`src/dbgbs_pkg.sv`:
```
// Shared constants, types and a helper function for the detection box gate and best select.
package dbgbs_pkg;

   localparam int FRAC_BITS = 16;
   localparam int VAL_W     = FRAC_BITS + 1;
   localparam int CLS_W     = 8;
   localparam int SUM_W     = VAL_W + 3;
   localparam int RANK_W    = VAL_W + 4;
   localparam int PROD_W    = 2 * VAL_W + 1;
   localparam int ONE       = 1 << FRAC_BITS;
   localparam int EPS_Q     = (ONE + 999) / 1000;

   localparam int NUM_CFG   = 8;
   localparam int CFG_IDX_W = $clog2(NUM_CFG);
   localparam int ADDR_W    = CFG_IDX_W + 2;
   localparam int DATA_W    = 32;

   localparam int FIFO_SLOTS = 4;
   localparam int QPTR_W     = $clog2(FIFO_SLOTS);

   localparam logic [VAL_W-1:0] RST_SCORE_MIN   = VAL_W'((3 * ONE + 5) / 10);
   localparam logic [VAL_W-1:0] RST_ASPECT_TOL  = VAL_W'((2 * ONE + 5) / 10);
   localparam logic [VAL_W-1:0] RST_CENTER_TOL  = VAL_W'((15 * ONE + 50) / 100);
   localparam logic [VAL_W-1:0] RST_BAND_LOW    = VAL_W'(ONE / 2);
   localparam logic [VAL_W-1:0] RST_BAND_HIGH   = VAL_W'((85 * ONE + 50) / 100);
   localparam logic [VAL_W-1:0] RST_HEIGHT_TGT  = VAL_W'(ONE / 2);
   localparam logic [VAL_W-1:0] RST_HEIGHT_TOL  = VAL_W'(ONE / 4);
   localparam logic [VAL_W-1:0] RST_VERT_TGT    = VAL_W'((3 * ONE) / 4);

   typedef enum logic [CFG_IDX_W-1:0] {
      REG_SCORE_MIN,
      REG_ASPECT_TOL,
      REG_CENTER_TOL,
      REG_BAND_LOW,
      REG_BAND_HIGH,
      REG_HEIGHT_TGT,
      REG_HEIGHT_TOL,
      REG_VERT_TGT
   } reg_idx_type;

   typedef struct packed {
      logic [VAL_W-1:0] score_min;
      logic [VAL_W-1:0] aspect_tolerance;
      logic [VAL_W-1:0] center_tolerance;
      logic [VAL_W-1:0] band_low;
      logic [VAL_W-1:0] band_high;
      logic [VAL_W-1:0] height_target;
      logic [VAL_W-1:0] height_tolerance;
      logic [VAL_W-1:0] vertical_target;
   } cfg_type;

   typedef struct packed {
      logic [VAL_W-1:0] left;
      logic [VAL_W-1:0] top;
      logic [VAL_W-1:0] right;
      logic [VAL_W-1:0] bottom;
      logic [VAL_W-1:0] conf;
      logic [CLS_W-1:0] cls;
   } box_type;

   typedef struct packed {
      logic                     keep;
      logic                     frame_end;
      logic signed [RANK_W-1:0] rank;
      box_type                  box;
   } entry_type;

   function automatic logic signed [SUM_W-1:0] abs_s(input logic signed [SUM_W-1:0] v);
      abs_s = (v < 0) ? -v : v;
   endfunction

endpackage

```
`src/dbgbs_if.sv`:
```
// Stream interfaces for box transfers in and result transfers out.
interface dbgbs_req_if;
   logic                            valid;
   logic                            ready;
   logic                            present;
   logic [dbgbs_pkg::VAL_W-1:0]     box_left;
   logic [dbgbs_pkg::VAL_W-1:0]     box_top;
   logic [dbgbs_pkg::VAL_W-1:0]     box_right;
   logic [dbgbs_pkg::VAL_W-1:0]     box_bottom;
   logic [dbgbs_pkg::VAL_W-1:0]     confidence;
   logic [dbgbs_pkg::CLS_W-1:0]     class_tag;
   logic                            frame_end;

   modport source (output valid, present, box_left, box_top, box_right, box_bottom,
                   confidence, class_tag, frame_end, input ready);
   modport sink   (input valid, present, box_left, box_top, box_right, box_bottom,
                   confidence, class_tag, frame_end, output ready);
endinterface

interface dbgbs_rsp_if;
   logic                            valid;
   logic                            ready;
   logic                            found;
   logic [dbgbs_pkg::VAL_W-1:0]     best_left;
   logic [dbgbs_pkg::VAL_W-1:0]     best_top;
   logic [dbgbs_pkg::VAL_W-1:0]     best_right;
   logic [dbgbs_pkg::VAL_W-1:0]     best_bottom;
   logic [dbgbs_pkg::VAL_W-1:0]     best_confidence;
   logic [dbgbs_pkg::CLS_W-1:0]     best_class;

   modport source (output valid, found, best_left, best_top, best_right, best_bottom,
                   best_confidence, best_class, input ready);
   modport sink   (input valid, found, best_left, best_top, best_right, best_bottom,
                   best_confidence, best_class, output ready);
endinterface

```
`src/dbgbs_gate.sv`:
```
// Front stage: accepts box transfers, applies the gate and computes the rank.
module dbgbs_gate (
   input  logic                          in_valid,
   output logic                          in_ready,
   input  logic                          present,
   input  dbgbs_pkg::box_type            box,
   input  logic                          frame_end,
   input  dbgbs_pkg::cfg_type            cfg,
   input  logic                          queue_full,
   output logic                          push,
   output dbgbs_pkg::entry_type          entry
);

   logic signed [dbgbs_pkg::SUM_W-1:0]  l, t, r, b, c;
   logic signed [dbgbs_pkg::SUM_W-1:0]  w, h, hp, dwh, adwh;
   logic signed [dbgbs_pkg::SUM_W-1:0]  cx2, adcx, cy2, adcy, adh;
   logic [dbgbs_pkg::PROD_W-1:0]        sq_lhs, sq_rhs;
   logic                                square, centred, band, sized, scored;
   logic signed [dbgbs_pkg::RANK_W-1:0] rank;

   always_comb begin
      l = dbgbs_pkg::SUM_W'(box.left);
      t = dbgbs_pkg::SUM_W'(box.top);
      r = dbgbs_pkg::SUM_W'(box.right);
      b = dbgbs_pkg::SUM_W'(box.bottom);
      c = dbgbs_pkg::SUM_W'(box.conf);

      w    = r - l;
      h    = b - t;
      hp   = (h > dbgbs_pkg::SUM_W'(dbgbs_pkg::EPS_Q)) ? h : dbgbs_pkg::SUM_W'(dbgbs_pkg::EPS_Q);
      dwh  = w - hp;
      adwh = dbgbs_pkg::abs_s(dwh);

      sq_lhs = dbgbs_pkg::PROD_W'(adwh[dbgbs_pkg::VAL_W:0]) << dbgbs_pkg::FRAC_BITS;
      sq_rhs = dbgbs_pkg::PROD_W'(cfg.aspect_tolerance) *
               dbgbs_pkg::PROD_W'(hp[dbgbs_pkg::VAL_W-1:0]);
      square = sq_lhs <= sq_rhs;

      cx2     = l + r;
      adcx    = dbgbs_pkg::abs_s(cx2 - dbgbs_pkg::SUM_W'(dbgbs_pkg::ONE));
      centred = adcx <= (dbgbs_pkg::SUM_W'(cfg.center_tolerance) <<< 1);

      cy2  = t + b;
      band = (cy2 > (dbgbs_pkg::SUM_W'(cfg.band_low) <<< 1)) &&
             (cy2 < (dbgbs_pkg::SUM_W'(cfg.band_high) <<< 1));

      adh   = dbgbs_pkg::abs_s(h - dbgbs_pkg::SUM_W'(cfg.height_target));
      sized = adh <= dbgbs_pkg::SUM_W'(cfg.height_tolerance);

      scored = box.conf > cfg.score_min;

      adcy = dbgbs_pkg::abs_s(cy2 - (dbgbs_pkg::SUM_W'(cfg.vertical_target) <<< 1));
      rank = (dbgbs_pkg::RANK_W'(c) <<< 2) - (dbgbs_pkg::RANK_W'(adcx) <<< 1)
             - dbgbs_pkg::RANK_W'(adcy);

      entry.keep      = present && square && centred && band && sized && scored;
      entry.frame_end = frame_end;
      entry.rank      = rank;
      entry.box       = box;
   end

   assign in_ready = !queue_full;
   assign push     = in_valid && !queue_full;

endmodule

```
`src/dbgbs_queue.sv`:
```
// Short queue of classified boxes between the gate and the selector.
module dbgbs_queue (
   input  logic                 clock,
   input  logic                 reset,
   input  logic                 push,
   input  dbgbs_pkg::entry_type push_entry,
   output logic                 full,
   input  logic                 pop,
   output logic                 empty,
   output dbgbs_pkg::entry_type head
);

   dbgbs_pkg::entry_type              q_ff [dbgbs_pkg::FIFO_SLOTS];
   logic [dbgbs_pkg::QPTR_W-1:0]      wr_ptr_ff, wr_ptr_in;
   logic [dbgbs_pkg::QPTR_W-1:0]      rd_ptr_ff, rd_ptr_in;
   logic [dbgbs_pkg::QPTR_W:0]        count_ff, count_in;

   assign full  = count_ff == (dbgbs_pkg::QPTR_W+1)'(dbgbs_pkg::FIFO_SLOTS);
   assign empty = count_ff == '0;
   assign head  = q_ff[rd_ptr_ff];

   always_comb begin
      wr_ptr_in = push ? wr_ptr_ff + 1'b1 : wr_ptr_ff;
      rd_ptr_in = pop ? rd_ptr_ff + 1'b1 : rd_ptr_ff;
      count_in  = count_ff;
      if (push && !pop) begin
         count_in = count_ff + 1'b1;
      end else if (pop && !push) begin
         count_in = count_ff - 1'b1;
      end
   end

   always_ff @(posedge clock) begin
      if (reset) begin
         wr_ptr_ff <= '0;
         rd_ptr_ff <= '0;
         count_ff  <= '0;
      end else begin
         wr_ptr_ff <= wr_ptr_in;
         rd_ptr_ff <= rd_ptr_in;
         count_ff  <= count_in;
      end
   end

   always_ff @(posedge clock) begin
      if (push) begin
         q_ff[wr_ptr_ff] <= push_entry;
      end
   end

endmodule

```
`src/dbgbs_select.sv`:
```
// Back stage: keeps the best ranked box of the frame and registers the result.
module dbgbs_select (
   input  logic                 clock,
   input  logic                 reset,
   input  logic                 empty,
   input  dbgbs_pkg::entry_type head,
   output logic                 pop,
   output logic                 out_valid,
   input  logic                 out_ready,
   output logic                 out_found,
   output dbgbs_pkg::box_type   out_box
);

   logic                                have_best_ff, have_best_in;
   logic signed [dbgbs_pkg::RANK_W-1:0] kept_rank_ff, kept_rank_in;
   dbgbs_pkg::box_type                  kept_box_ff, kept_box_in;
   logic                                out_valid_ff, out_valid_in;
   logic                                out_found_ff, out_found_in;
   dbgbs_pkg::box_type                  out_box_ff, out_box_in;
   logic                                take;
   logic                                cur_have;
   dbgbs_pkg::box_type                  cur_box;

   always_comb begin
      pop  = !empty && (!head.frame_end || !out_valid_ff || out_ready);
      take = head.keep && (!have_best_ff || head.rank > kept_rank_ff);

      cur_have = have_best_ff || (pop && take);
      cur_box  = (pop && take) ? head.box : kept_box_ff;

      have_best_in = have_best_ff;
      kept_rank_in = kept_rank_ff;
      kept_box_in  = kept_box_ff;
      out_valid_in = out_valid_ff && !out_ready;
      out_found_in = out_found_ff;
      out_box_in   = out_box_ff;

      if (pop) begin
         if (take) begin
            have_best_in = 1'b1;
            kept_rank_in = head.rank;
            kept_box_in  = head.box;
         end
         if (head.frame_end) begin
            out_valid_in = 1'b1;
            out_found_in = cur_have;
            out_box_in   = cur_have ? cur_box : '0;
            have_best_in = 1'b0;
            kept_rank_in = '0;
         end
      end
   end

   always_ff @(posedge clock) begin
      if (reset) begin
         have_best_ff <= 1'b0;
         kept_rank_ff <= '0;
         out_valid_ff <= 1'b0;
      end else begin
         have_best_ff <= have_best_in;
         kept_rank_ff <= kept_rank_in;
         out_valid_ff <= out_valid_in;
      end
   end

   always_ff @(posedge clock) begin
      kept_box_ff  <= kept_box_in;
      out_found_ff <= out_found_in;
      out_box_ff   <= out_box_in;
   end

   assign out_valid = out_valid_ff;
   assign out_found = out_found_ff;
   assign out_box   = out_box_ff;

endmodule

```
`src/detection_box_gate_and_best_select_top.sv`:
```
// Top level of the detection box gate and best select: register port, gate, queue and selector.
// The block takes one box transfer per clock cycle and keeps taking them while a result waits,
// until its four-entry queue fills up behind the next frame's last mark; the gate checks each
// box in the cycle it is transferred and writes it into that queue, and the selector drains the
// queue one entry per cycle into the running best, pausing only at a frame's last entry while a
// result waits. A frame's result is registered once its last-marked entry leaves the queue, and
// holds until it is taken. The user must write registers over the APB port only while the block
// is idle, which it does not enforce. Reads return the register value zero-extended to 32 bits.
module detection_box_gate_and_best_select_top (
   input  logic                           clock,
   input  logic                           reset,
   dbgbs_req_if.sink                      req,
   dbgbs_rsp_if.source                    rsp,
   input  logic                           csr_psel,
   input  logic                           csr_penable,
   input  logic                           csr_pwrite,
   input  logic [dbgbs_pkg::ADDR_W-1:0]   csr_paddr,
   input  logic [dbgbs_pkg::DATA_W-1:0]   csr_pwdata,
   output logic [dbgbs_pkg::DATA_W-1:0]   csr_prdata,
   output logic                           csr_pready
);

   dbgbs_pkg::cfg_type       cfg_ff, cfg_in;
   dbgbs_pkg::reg_idx_type   reg_idx;
   logic [dbgbs_pkg::VAL_W-1:0] wr_val;
   logic [dbgbs_pkg::VAL_W-1:0] rd_val;
   logic                     wr_en;
   dbgbs_pkg::box_type       in_box;
   dbgbs_pkg::entry_type     push_entry, head;
   dbgbs_pkg::box_type       out_box;
   logic                     push, pop, full, empty;

   assign csr_pready = 1'b1;
   assign reg_idx    = dbgbs_pkg::reg_idx_type'(csr_paddr[dbgbs_pkg::ADDR_W-1:2]);
   assign wr_en      = csr_psel && csr_penable && csr_pwrite;
   assign wr_val     = csr_pwdata[dbgbs_pkg::VAL_W-1:0];

   always_comb begin
      cfg_in = cfg_ff;
      if (wr_en) begin
         case (reg_idx)
            dbgbs_pkg::REG_SCORE_MIN:  cfg_in.score_min        = wr_val;
            dbgbs_pkg::REG_ASPECT_TOL: cfg_in.aspect_tolerance = wr_val;
            dbgbs_pkg::REG_CENTER_TOL: cfg_in.center_tolerance = wr_val;
            dbgbs_pkg::REG_BAND_LOW:   cfg_in.band_low         = wr_val;
            dbgbs_pkg::REG_BAND_HIGH:  cfg_in.band_high        = wr_val;
            dbgbs_pkg::REG_HEIGHT_TGT: cfg_in.height_target    = wr_val;
            dbgbs_pkg::REG_HEIGHT_TOL: cfg_in.height_tolerance = wr_val;
            dbgbs_pkg::REG_VERT_TGT:   cfg_in.vertical_target  = wr_val;
            default:                   cfg_in = cfg_ff;
         endcase
      end
   end

   always_comb begin
      case (reg_idx)
         dbgbs_pkg::REG_SCORE_MIN:  rd_val = cfg_ff.score_min;
         dbgbs_pkg::REG_ASPECT_TOL: rd_val = cfg_ff.aspect_tolerance;
         dbgbs_pkg::REG_CENTER_TOL: rd_val = cfg_ff.center_tolerance;
         dbgbs_pkg::REG_BAND_LOW:   rd_val = cfg_ff.band_low;
         dbgbs_pkg::REG_BAND_HIGH:  rd_val = cfg_ff.band_high;
         dbgbs_pkg::REG_HEIGHT_TGT: rd_val = cfg_ff.height_target;
         dbgbs_pkg::REG_HEIGHT_TOL: rd_val = cfg_ff.height_tolerance;
         dbgbs_pkg::REG_VERT_TGT:   rd_val = cfg_ff.vertical_target;
         default:                   rd_val = '0;
      endcase
      csr_prdata = dbgbs_pkg::DATA_W'(rd_val);
   end

   always_ff @(posedge clock) begin
      if (reset) begin
         cfg_ff.score_min        <= dbgbs_pkg::RST_SCORE_MIN;
         cfg_ff.aspect_tolerance <= dbgbs_pkg::RST_ASPECT_TOL;
         cfg_ff.center_tolerance <= dbgbs_pkg::RST_CENTER_TOL;
         cfg_ff.band_low         <= dbgbs_pkg::RST_BAND_LOW;
         cfg_ff.band_high        <= dbgbs_pkg::RST_BAND_HIGH;
         cfg_ff.height_target    <= dbgbs_pkg::RST_HEIGHT_TGT;
         cfg_ff.height_tolerance <= dbgbs_pkg::RST_HEIGHT_TOL;
         cfg_ff.vertical_target  <= dbgbs_pkg::RST_VERT_TGT;
      end else begin
         cfg_ff <= cfg_in;
      end
   end

   always_comb begin
      in_box.left   = req.box_left;
      in_box.top    = req.box_top;
      in_box.right  = req.box_right;
      in_box.bottom = req.box_bottom;
      in_box.conf   = req.confidence;
      in_box.cls    = req.class_tag;
   end

   dbgbs_gate u_gate (
      .in_valid   (req.valid),
      .in_ready   (req.ready),
      .present    (req.present),
      .box        (in_box),
      .frame_end  (req.frame_end),
      .cfg        (cfg_ff),
      .queue_full (full),
      .push       (push),
      .entry      (push_entry)
   );

   dbgbs_queue u_queue (
      .clock      (clock),
      .reset      (reset),
      .push       (push),
      .push_entry (push_entry),
      .full       (full),
      .pop        (pop),
      .empty      (empty),
      .head       (head)
   );

   dbgbs_select u_select (
      .clock     (clock),
      .reset     (reset),
      .empty     (empty),
      .head      (head),
      .pop       (pop),
      .out_valid (rsp.valid),
      .out_ready (rsp.ready),
      .out_found (rsp.found),
      .out_box   (out_box)
   );

   assign rsp.best_left       = out_box.left;
   assign rsp.best_top        = out_box.top;
   assign rsp.best_right      = out_box.right;
   assign rsp.best_bottom     = out_box.bottom;
   assign rsp.best_confidence = out_box.conf;
   assign rsp.best_class      = out_box.cls;

endmodule

```
`src/flat_wrapper.sv`:
```
// flat-port wrapper written by rule: the top's interface ports become plain ports
module detection_box_gate_and_best_select_top_flat 
  (clock, reset, csr_psel, csr_penable, csr_pwrite, csr_paddr, csr_pwdata, csr_prdata, csr_pready, req_valid, req_present, req_box_left, req_box_top, req_box_right, req_box_bottom, req_confidence, req_class_tag, req_frame_end, req_ready, rsp_valid, rsp_found, rsp_best_left, rsp_best_top, rsp_best_right, rsp_best_bottom, rsp_best_confidence, rsp_best_class, rsp_ready);
  dbgbs_req_if req_i ();
  dbgbs_rsp_if rsp_i ();
  input  logic clock;
  input  logic reset;
  input  logic csr_psel;
  input  logic csr_penable;
  input  logic csr_pwrite;
  input  logic [dbgbs_pkg::ADDR_W-1:0] csr_paddr;
  input  logic [dbgbs_pkg::DATA_W-1:0] csr_pwdata;
  output logic [dbgbs_pkg::DATA_W-1:0] csr_prdata;
  output logic csr_pready;
  input wire logic [$bits(req_i.valid)-1:0] req_valid;
  input wire logic [$bits(req_i.present)-1:0] req_present;
  input wire logic [$bits(req_i.box_left)-1:0] req_box_left;
  input wire logic [$bits(req_i.box_top)-1:0] req_box_top;
  input wire logic [$bits(req_i.box_right)-1:0] req_box_right;
  input wire logic [$bits(req_i.box_bottom)-1:0] req_box_bottom;
  input wire logic [$bits(req_i.confidence)-1:0] req_confidence;
  input wire logic [$bits(req_i.class_tag)-1:0] req_class_tag;
  input wire logic [$bits(req_i.frame_end)-1:0] req_frame_end;
  output wire logic [$bits(req_i.ready)-1:0] req_ready;
  output wire logic [$bits(rsp_i.valid)-1:0] rsp_valid;
  output wire logic [$bits(rsp_i.found)-1:0] rsp_found;
  output wire logic [$bits(rsp_i.best_left)-1:0] rsp_best_left;
  output wire logic [$bits(rsp_i.best_top)-1:0] rsp_best_top;
  output wire logic [$bits(rsp_i.best_right)-1:0] rsp_best_right;
  output wire logic [$bits(rsp_i.best_bottom)-1:0] rsp_best_bottom;
  output wire logic [$bits(rsp_i.best_confidence)-1:0] rsp_best_confidence;
  output wire logic [$bits(rsp_i.best_class)-1:0] rsp_best_class;
  input wire logic [$bits(rsp_i.ready)-1:0] rsp_ready;
  assign req_i.valid = req_valid;
  assign req_i.present = req_present;
  assign req_i.box_left = req_box_left;
  assign req_i.box_top = req_box_top;
  assign req_i.box_right = req_box_right;
  assign req_i.box_bottom = req_box_bottom;
  assign req_i.confidence = req_confidence;
  assign req_i.class_tag = req_class_tag;
  assign req_i.frame_end = req_frame_end;
  assign req_ready = req_i.ready;
  assign rsp_valid = rsp_i.valid;
  assign rsp_found = rsp_i.found;
  assign rsp_best_left = rsp_i.best_left;
  assign rsp_best_top = rsp_i.best_top;
  assign rsp_best_right = rsp_i.best_right;
  assign rsp_best_bottom = rsp_i.best_bottom;
  assign rsp_best_confidence = rsp_i.best_confidence;
  assign rsp_best_class = rsp_i.best_class;
  assign rsp_i.ready = rsp_ready;
  detection_box_gate_and_best_select_top u_core (.clock(clock), .reset(reset), .req(req_i), .rsp(rsp_i), .csr_psel(csr_psel), .csr_penable(csr_penable), .csr_pwrite(csr_pwrite), .csr_paddr(csr_paddr), .csr_pwdata(csr_pwdata), .csr_prdata(csr_prdata), .csr_pready(csr_pready));
endmodule
```
`config.mk`:
```
export PLATFORM = sky130hd
export DESIGN_NAME = detection_box_gate_and_best_select_top_flat
export DESIGN_NICKNAME = d
export VERILOG_FILES = /design/src/dbgbs_pkg.sv /design/src/dbgbs_if.sv /design/src/dbgbs_gate.sv /design/src/dbgbs_queue.sv /design/src/dbgbs_select.sv /design/src/detection_box_gate_and_best_select_top.sv /design/src/flat_wrapper.sv
export SDC_FILE = /design/constraint.sdc
export NUM_CORES = 2
export LEC_CHECK = 0
export ABC_AREA = 1
export BUFFER_PORTS_ARGS = -buffer_cell sky130_fd_sc_hd__buf_2
export CAP_MARGIN = 20
export CORE_UTILIZATION = 40
export DETAILED_ROUTE_END_ITERATION = 16
export SYNTH_ARGS = -nofsm -noshare
export SYNTH_HDL_FRONTEND = slang
export SYNTH_HIERARCHICAL = 1
export SYNTH_SLANG_ARGS = --single-unit
```
`constraint.sdc`:
```
create_clock -name clock -period 16.4 [get_ports clock]
set_input_delay 4.92 -clock clock [delete_from_list [all_inputs] [get_ports clock]]
set_output_delay 4.92 -clock clock [all_outputs]
set_load 0.1 [all_outputs]
```
==> parameters.txt <==
Parameter                              Value

Synth
  Most common cell in the synthesized netlist    sky130_fd_sc_hd__nand2_1
  Post-synthesis instance area    approximately 0.055 sq mm
  Proportion of synthesized chip area in sequential cells    42.0%
  Multiplexer fraction of the synthesized cell area    0%
  Flop and latch count out of synthesis    between 800 and 900
  Main combinational cell family by area after synthesis    adder cells
  Area leader, netlist    sky130_fd_sc_hd__edfxtp_1
  Yosys Warn Count    6
  Post-synth top flop    sky130_fd_sc_hd__edfxtp_1
  Post-Synth Simple-Gate Area    ~18%
  Complex-gate fraction of the synthesized area    about 8.6%
  Synthesized-area fraction occupied by adder cells    18.2%
  Synth cell count leaders    sky130_fd_sc_hd__nand2_1, sky130_fd_sc_hd__inv_1, sky130_fd_sc_hd__nor2_1
  EDFF count, synth    about 650
  Dominant cells by area after synthesis    sky130_fd_sc_hd__edfxtp_1, sky130_fd_sc_hd__fa_1, sky130_fd_sc_hd__ha_1
  Synthesized area per cell    slightly above 9 sq um
  Unique cell type count in the Yosys netlist    64
  Portion of synthesized cell area occupied by the leading cell type    a little over a third
  XOR/XNOR Fraction of Synth Area    between 3 and 4%
  Share of synthesized flip-flops with an asynchronous set or reset    0%
  Post-synthesis cell count    ~6000

Setup path
  Slowest library cell on the worst path    sky130_fd_sc_hd__fa_1
  Worst-path fanout max    10
  CP Data Arrival Time    between 15000 and 20000 ps
  Critical Path Start    req_box_top[5]
  Crit-path max cell delay    ~560 ps
  Kind of start point of the critical path    input port
  Critical path buffer and inverter count    11
  Family with the most delay on the worst path    adder cells
  Most common cell type on the critical path    sky130_fd_sc_hd__nand2_1
  Worst Path Class, Setup    input port to register
  Required time of the critical path    between 15000 and 20000 ps
  Nature of the critical path endpoint    register
  Launching point of the worst reg2reg path    u_core/cfg_ff[103]$_SDFFE_PP1P_

Global routing
  Via count of the first global-routing pass    between 30000 and 40000
  Maximum number of pins on one net before global-route repair    approximately 150
  Initial antenna violation count    14
  First-pass GRT wire length    236000 um
  Total congestion overflow after global routing    0
  Global Route Usage Sum    between 20 and 25%

Clock tree
  Clock root buffer    sky130_fd_sc_hd__clkbuf_16
  Total of cells resized after clock tree synthesis    0
  Htree depth    3
  Maximum root-to-sink buffer count    3
  TritonCTS sink count    ~820
  Inserted Clock Buffers    83
  CTS tree    done
  Hold-fix buffers, CTS    0
  Clock-pin slew on the worst setup and hold paths    about 60 ps
  Number of buffers inserted by post-CTS setup repair    0
  Clock network latency to the later pin of the worst-skew pair    ~700 ps

STA
  Least-Margin Pin Slew    between 1000 and 1500 ps
  Final setup slack of the worst path    around 1100 ps
  Highest clock frequency the design can meet    65.5 MHz
  Min cycle time layout    roughly 15000 ps
  Worst slew margin relative to its limit    28.1%
  Total setup violations reported at the end of the flow    0
  Unrepaired setup endpoints after global routing    no
  Clock skew    35.3 ps
  Post-route clock period utilization    93.1%
  Setup TNS    0 ps
  Hold Fails Final Rpt    0
  Slew Limit Fails    0

Floorplan
  Placeable Area    between 0.1 and 0.15 sq mm
  Area enclosed by the die boundary    ~0.14 sq mm
  Vertical die dimension    about 370 um
  Die Span X    between 300 and 400 um
  Number of primary I/O pins    around 270
  Total number of placement rows    135
  Starting density of the core    approximately 40%

Pwr
  Leak    approximately 0.026 uW
  Pwr dens    around 200 mW/mm^2
  Highest ir drop seen on vdd    approximately 250 uV

Hold path
  Hold crit path type    register to register
  Critical hold path startpoint    u_core/u_queue/rd_ptr_ff[1]$_SDFFE_PP0P_

Cells and area
  Layout filler cell count    about 13000
  Nets    6845
  Final core utilization    around 44%
  Post-route standard cell area excluding fillers    around 0.059 sq mm
  Synthesis-to-layout area growth    8.39%
  Post-route non-filler standard cell count    slightly below 8000
  Share of final-layout standard cells stronger than drive strength 1    under 10%

Place
  Post-place setup slack    636 ps
  Cell count after placement    approximately 7800
  Post-DP HPWL    111000 um
  IO buf count    approximately 230
  Placed cell areas    roughly 0.056 sq mm
  Final RePlAce weighted congestion    0.934

Drt
  Starting DRC count in detailed routing    between 3000 and 4000
  DR pass1 iterations    6
  Total wire length after detailed routing    157000 um
  Final ANT Viol Nets    0
  Remaining design rule violation count    0
  DR vias/cell    5.21
  Total vias in the final route    41200
  Routed wire per std cell    ~20 um

Run
  Max-cap violations    0

Run status
  Status    finished, final reports clean
==> layout make-up <==
cell class                      instances  area (sq um)  share of cell area (%)
Multi-Input combinational cell       3978         26200                    44.3
Clock buffer                          102          2240                    3.79
Inverter                              876          3330                    5.64
Timing Repair Buffer                  303          1690                    2.86
Clock inverter                         52           504                   0.853
Antenna cell                            5          12.5                  0.0212
Tap cell                             1781          2230                    3.77
Sequential cell                       819         22900                    38.8
==> report_power, final <==
| group | switching [uW] | internal (uW) |
|---|---|---|
| clock network | 822 | 1100 |
| logic | 4820 | 2060 |
| registers | 170 | 3080 |
==> logic make-up after synthesis <==
logic type	count (synthesis)
fa+ha+maj	645
compound gates	857
xor+xnor	189
buf+inv	1230
simple gates	2268
flops	819
other cells	3
==> layer usage <==
metal / vias to the layer above / track usage (%) / share of wire [%] / routed length [um]
li1: 19800 / - / - / -
met4: 16 / 8.03 / 3.4 / 5310
met5: - / 0 / 0.067 / 106
met1: 19800 / 30.4 / 43 / 68000
met2: 1297 / 36.7 / 47 / 73200
met3: 266 / 3.54 / 6.7 / 10500
==> placed cells by master (no fill, tap or decap), types with 117 or more instances in the layout <==
| cell type | netlist | final |
|---|---|---|
| sky130_fd_sc_hd__ha_1 | 395 | 395 |
| sky130_fd_sc_hd__nor2_1 | 680 | 680 |
| sky130_fd_sc_hd__nand2_1 | 989 | 989 |
| sky130_fd_sc_hd__a21oi_1 | 229 | 229 |
| sky130_fd_sc_hd__inv_1 | 838 | 833 |
| sky130_fd_sc_hd__fa_1 | 250 | 250 |
| sky130_fd_sc_hd__nand3_1 | 291 | 291 |
| sky130_fd_sc_hd__edfxtp_1 | 651 | 651 |
| sky130_fd_sc_hd__dfxtp_1 | 168 | 165 |
| sky130_fd_sc_hd__xor2_1 | 150 | 150 |
| sky130_fd_sc_hd__nand4_1 | 142 | 142 |
| sky130_fd_sc_hd__o21ai_0 | 319 | 319 |
| sky130_fd_sc_hd__o22ai_1 | 117 | 117 |
| sky130_fd_sc_hd__buf_2 | 43 | 234 |
==> path summary, 6_finish.rpt <==
check                                          end  slack [ps]  depth (start not counted)
max reg2reg  u_core/u_queue/q_ff[1][115]$_DFFE_PP_        7590                         48
min                                       register         460                          1
max          u_core/u_queue/q_ff[1][115]$_DFFE_PP_        1140                         59
min reg2reg                               register         460                          1
==> flip-flops by register name, summed over array words and instances, names as in the netlist, named ones only <==
name and flops:
u_core/u_select/out_valid 1, u_core/u_select/out_found 1, u_core/u_select/have_best_ff 1, u_core/u_select/out_box 93, u_core/u_queue/wr_ptr_ff 2, u_core/u_queue/rd_ptr_ff 2
u_core/cfg_ff 136, u_core/u_queue/q_ff 464, u_core/u_select/kept_box_ff 93, u_core/u_queue/count_ff 3, u_core/u_select/kept_rank_ff 21
==> worst reg2reg max path: cells and delay by family, from the launching register on <==
kind            cells  cell delay (ps)
fa+ha+maj           8             3360
compound gates      6             1050
simple gates       26             2630
flops               1              300
buf+inv             8             1310
==> per-stage QoR <==
step | total power [uW] | hold slack, ps
2_1_floorplan | 8550 | 412
6_report | 12100 | 456
4_1_cts | 12200 | 453
3_5_place_dp | 10200 | 438
5_1_grt | 13100 | 489
3_3_place_gp | 10100 | 419
(Power assumes the default switching activity.)
